<file path="src/hdl/pva_pkg.sv">
`timescale 1ns / 1ps
// Shared types and constants for the pixel variance accumulator.
// Depends on nothing; every other file but pva_ram imports it.
package pva_pkg;

	localparam int MAX_WIDTH   = 256;
	localparam int MAX_HEIGHT  = 256;
	localparam int STORE_DEPTH = MAX_WIDTH * MAX_HEIGHT;
	localparam int ADDR_W      = $clog2(STORE_DEPTH);

	localparam int FUNC_W  = 3;
	localparam int COORD_W = 8;
	localparam int CFG_W   = 9;
	localparam int IDX_W   = COORD_W + CFG_W + 1;
	localparam int SMP_W   = 16;
	localparam int SUM_W   = 32;
	localparam int SQ_W    = 48;
	localparam int CNT_W   = 16;
	localparam int VAR_W   = 32;
	localparam int NCH     = 3;
	localparam int NLANE   = 2 * NCH;
	localparam int DCNT_W  = $clog2(SQ_W);

	localparam logic [CFG_W-1:0] WIDTH_RESET = CFG_W'(256);

	localparam logic [FUNC_W-1:0] FUNC_ACC_RGB  = 3'd0;
	localparam logic [FUNC_W-1:0] FUNC_ACC_MONO = 3'd1;
	localparam logic [FUNC_W-1:0] FUNC_SET      = 3'd2;
	localparam logic [FUNC_W-1:0] FUNC_CLEAR    = 3'd3;
	localparam logic [FUNC_W-1:0] FUNC_QUERY    = 3'd4;

	typedef enum logic [2:0] {
		ST_CLEAR,
		ST_IDLE,
		ST_EXEC,
		ST_DIV,
		ST_MUL,
		ST_SUB,
		ST_DONE
	} ctrl_state_t;

	typedef struct packed {
		logic [NCH-1:0][SUM_W-1:0] sum;
		logic [NCH-1:0][SQ_W-1:0]  sq;
		logic [CNT_W-1:0]          cnt;
	} store_word_t;

	typedef struct packed {
		logic [FUNC_W-1:0]         func;
		logic [COORD_W-1:0]        row;
		logic [COORD_W-1:0]        col;
		logic [NCH-1:0][SUM_W-1:0] value;
		logic [NCH-1:0][SQ_W-1:0]  square_sum;
		logic [CNT_W-1:0]          sample_total;
	} pva_item_t;

	typedef struct packed {
		logic [VAR_W-1:0] max_variance;
		logic [CNT_W-1:0] samples_now;
		logic             index_error;
	} pva_result_t;

	typedef struct packed {
		logic capture;
		logic ram_we;
		logic clr_we;
		logic div_load;
		logic div_step;
		logic mul;
		logic sub;
		logic out_exec;
		logic out_query;
	} pva_cmd_t;

	typedef struct packed {
		logic idx_err;
		logic op_query;
		logic op_write;
		logic n_zero;
		logic div_last;
		logic clr_last;
		logic out_free;
	} pva_sts_t;

endpackage

</file>
<file path="src/hdl/pva_ctrl.sv">
`timescale 1ns / 1ps
// Controller state machine: clearing pass, read-modify-write and query sequence.
// Depends on pva_pkg; drives pva_dp through command and status structs.
module pva_ctrl (
	input  logic              clk,
	input  logic              arst_n,
	input  logic              in_valid,
	output logic              in_ready,
	input  pva_pkg::pva_sts_t sts,
	output pva_pkg::pva_cmd_t cmd
);
	import pva_pkg::*;

	ctrl_state_t state_q, state_nxt;

	always_ff @(posedge clk or negedge arst_n) begin
		if (!arst_n) begin
			state_q <= ST_CLEAR;
		end else begin
			state_q <= state_nxt;
		end
	end

	always_comb begin
		state_nxt = state_q;
		case (state_q)
			ST_CLEAR: begin
				if (sts.clr_last) state_nxt = ST_IDLE;
			end
			ST_IDLE: begin
				if (in_valid) state_nxt = ST_EXEC;
			end
			ST_EXEC: begin
				if (sts.op_query && !sts.idx_err) begin
					state_nxt = sts.n_zero ? ST_MUL : ST_DIV;
				end else if (sts.out_free) begin
					state_nxt = ST_IDLE;
				end
			end
			ST_DIV: begin
				if (sts.div_last) state_nxt = ST_MUL;
			end
			ST_MUL:  state_nxt = ST_SUB;
			ST_SUB:  state_nxt = ST_DONE;
			ST_DONE: begin
				if (sts.out_free) state_nxt = ST_IDLE;
			end
			default: state_nxt = ST_CLEAR;
		endcase
	end

	always_comb begin
		cmd      = '0;
		in_ready = 1'b0;
		case (state_q)
			ST_CLEAR: cmd.clr_we = 1'b1;
			ST_IDLE: begin
				in_ready    = 1'b1;
				cmd.capture = in_valid;
			end
			ST_EXEC: begin
				if (sts.op_query && !sts.idx_err) begin
					cmd.div_load = 1'b1;
				end else if (sts.out_free) begin
					// write back and deliver in the same cycle
					cmd.out_exec = 1'b1;
					cmd.ram_we   = sts.op_write && !sts.idx_err;
				end
			end
			ST_DIV:  cmd.div_step = 1'b1;
			ST_MUL:  cmd.mul = 1'b1;
			ST_SUB:  cmd.sub = 1'b1;
			ST_DONE: cmd.out_query = sts.out_free;
			default: cmd = '0;
		endcase
	end
endmodule

</file>
<file path="config.mk">
export PLATFORM = sky130hd
export DESIGN_NAME = pva_ctrl
export DESIGN_NICKNAME = d
export VERILOG_FILES = /design/src/hdl/pva_pkg.sv /design/src/hdl/pva_ctrl.sv
export SDC_FILE = /design/constraint.sdc
export NUM_CORES = 1
export LEC_CHECK = 0
export BUFFER_PORTS_ARGS = -buffer_cell sky130_fd_sc_hd__buf_2
export CORE_UTILIZATION = 25
export CTS_CLUSTER_DIAMETER = 50
export DETAILED_ROUTE_END_ITERATION = 10
export PLACE_DENSITY = 0.52
export RECOVER_POWER = 25
export SLEW_MARGIN = 15
export SYNTH_ARGS = -nofsm -noshare
export SYNTH_HDL_FRONTEND = slang
export SYNTH_SLANG_ARGS = --single-unit
</file>
<file path="constraint.sdc">
create_clock -name clk -period 3.2 [get_ports clk]
set_input_delay 0.64 -clock clk [delete_from_list [all_inputs] [get_ports clk]]
set_output_delay 0.64 -clock clk [all_outputs]
set_load 0.005 [all_outputs]
</file>
==> results.ini <==
[routing]
via_per_inst = 5.04
drt-pass1-iter-count = 3
drc_errors = 0
final_antenna_net_count = 0
routed_wl_um = 836
wl_per_cell_um = 10.6
first_iter_violations = 8
vias = 398

[clocking]
cts_inserted_buffers = 3
post_cts_buffers = 0
clk_pin_slew_ps = 40
cts_tree = yes
clock_latency_ps = 230
h-tree-depth = 1
clock-sinks = 3
ctsResizeCount = 0
cts_hold_buf = 0
cts-root-buf = clkbuf_4
cts.path.max_buffers = 2

[sta]
finClkSkew_ps = 1.71
tightest_slew_ps = 405
setup_ws_ps = 1100
final-hold-violation-count = 0
slew_viol_final = 0
rsz0062_at_grt = no
setup_tns_ps = 0
period_needed_ps = 2100
max_freq_mhz = 476
post-route-period-util_pct = 65.6
final-setup-viol-count = 0
relSlewSlack_pct = 73.0

[setup_path]
cp-startpoint = state_q[1]$_DFFE_PN0P_
crit_path_end_kind = primary output
worstSetupPathType = reg2out
r2r-end = state_q[0]$_DFFE_PN0P_
critical_path.top_delay_family = flip-flops
path_buf_inv = 1
worstPathMaxFanout = 14
r2r_slack_ps = 1800
slowest_delay_ps = 570
cp_slowest_cell = dfrtp_1
worstPathRequired_ps = 2560
reg2reg_depth = 3
path_depth = 4
crit_end = cmd[7]
crit_arrival_ps = 1460
cp-start-kind = register
r2r_start = state_q[0]$_DFFE_PN0P_
cp_cell_sequence = nand2b_1, nor2_1, and4_1, buf_2

[yosys]
synth_xor_area_share_pct = 0
synth_compound_gate_area_share_pct = 31.7
synth.distinct_cells = 26
yosysWarnings = 0
yosysSeqAreaShare_pct = 21.4
synth_seq_cells = 3
yosys.area_share.simple_pct = 39.1
synth_ff_type = dfrtp_1
avgSynthCellArea_um2 = 7.99
synth_edf_count = 0
synthArstFlopShare_pct = 100
synth.area.mux_share_pct = 0
syn_inst = 44
synth_top_family_by_area = simple AND/OR/NAND/NOR gates
synth_nets = 54
syn_area_um2 = 352
synth_fa_ha_area_share_pct = 0

[hold_path]
holdCritPathClass = in2async

[global_routing]
groute.usage.overall_pct = 13.1
antenna_found_initial = 0
overflow = 0
grt_pass1_wl_um = 1320
grt_max_degree = 16
grt_pass1_vias = 293

[die]
die_h_um = 39.5
start_util_pct = 27.0
num_rows = 13
core_area_mm2 = 0.00130
ios = 20
dieArea_mm2 = 0.00156
fp.dieW_um = 39.5

[finish]
fin_util_pct = 35.9
antenna_cells = 0
nets = 75
largestRegisters = state_q x3
max_flop_register = state_q
layout_common_cells = buf_2 (18), nor3_1 (4), o21ai_0 (4)
area_delta_synth_final_pct = 32.7
fill_cells = 153
largest_reg_flops = 3
final_common_cell = buf_2
drive_gt1_share_pct = 40.6

[power_and_ir_drop]
ir_drop_v = 0.000316
power.density_mw_per_mm2 = 816
p_leak_nw = 0.245

[run_status]
outcome = finished, final reports clean

[placement]
gp_congestion = 0.721
io_buffers = 19
dp_slack_ps = 1320
dpl.hpwl_um = 667

[flow_run]
cap_violations = 0

## power by group
group	internal, mW	leakage, nW	switching, mW
Clock	0.0466	0.0150	0.0173
Sequential	0.0568	0.0377	0.0599
Combinational	0.109	0.192	0.0913
## synthesized netlist by cell type (all sizes together) (2+ instances only)
cell type  n  area share, %
dfrtp      3             21
nor3       4            5.7
and3       2            3.6
nor2       3            3.2
a21oi      3            4.3
o21ai      4            5.7
and2b      2            5.0
nand2      2            2.1
buf        2            2.8
nand2b     2            3.6
or3        2            3.6
## cell families (layout without fill, tap and decap cells)
family          Yosys count  after routing
simple gates             22             22
compound gates           15             15
buf+inv                   4             24
flops                     3              3
## layer usage
layer	track usage [%]	wire length [um]	vias to the layer above
met5	0	0	-
met3	3.41	26	0
met4	7.76	0	0
met1	21.9	451	177
met2	13.1	357	11
li1	-	-	210
## per-stage QoR
step	power [mW]	hold WS, ps	instance area (um2)	cells
floorplan	0.268	344	352	44
global placement	0.319	437	442	75
detailed placement	0.319	437	442	75
CTS	0.388	189	468	79
global route	0.424	212	467	79
finish	0.381	209	467	79
## layout make-up
class	instances	area, um2	share of cell area (%)
sequential	3	75.1	16.1
tap	15	18.8	4.02
timing repair buffer	19	93.8	20.1
multi-input combinational	37	249	53.4
clock buffer	4	26.3	5.63
inverter	1	3.75	0.804
## how the worst min path moves through the flow
stage | startpoint | endpoint | slack [ps] | cells past startpoint
floorplan | arst_n | state_q[0]$_DFFE_PN0P_ | 340 | 0
global placement | arst_n | state_q[0]$_DFFE_PN0P_ | 440 | 1
detailed placement | arst_n | state_q[1]$_DFFE_PN0P_ | 440 | 1
CTS | arst_n | state_q[1]$_DFFE_PN0P_ | 190 | 1
global route | arst_n | state_q[2]$_DFFE_PN0P_ | 210 | 1
finish | arst_n | state_q[1]$_DFFE_PN0P_ | 210 | 1
Power figures use the tool's default switching activity.
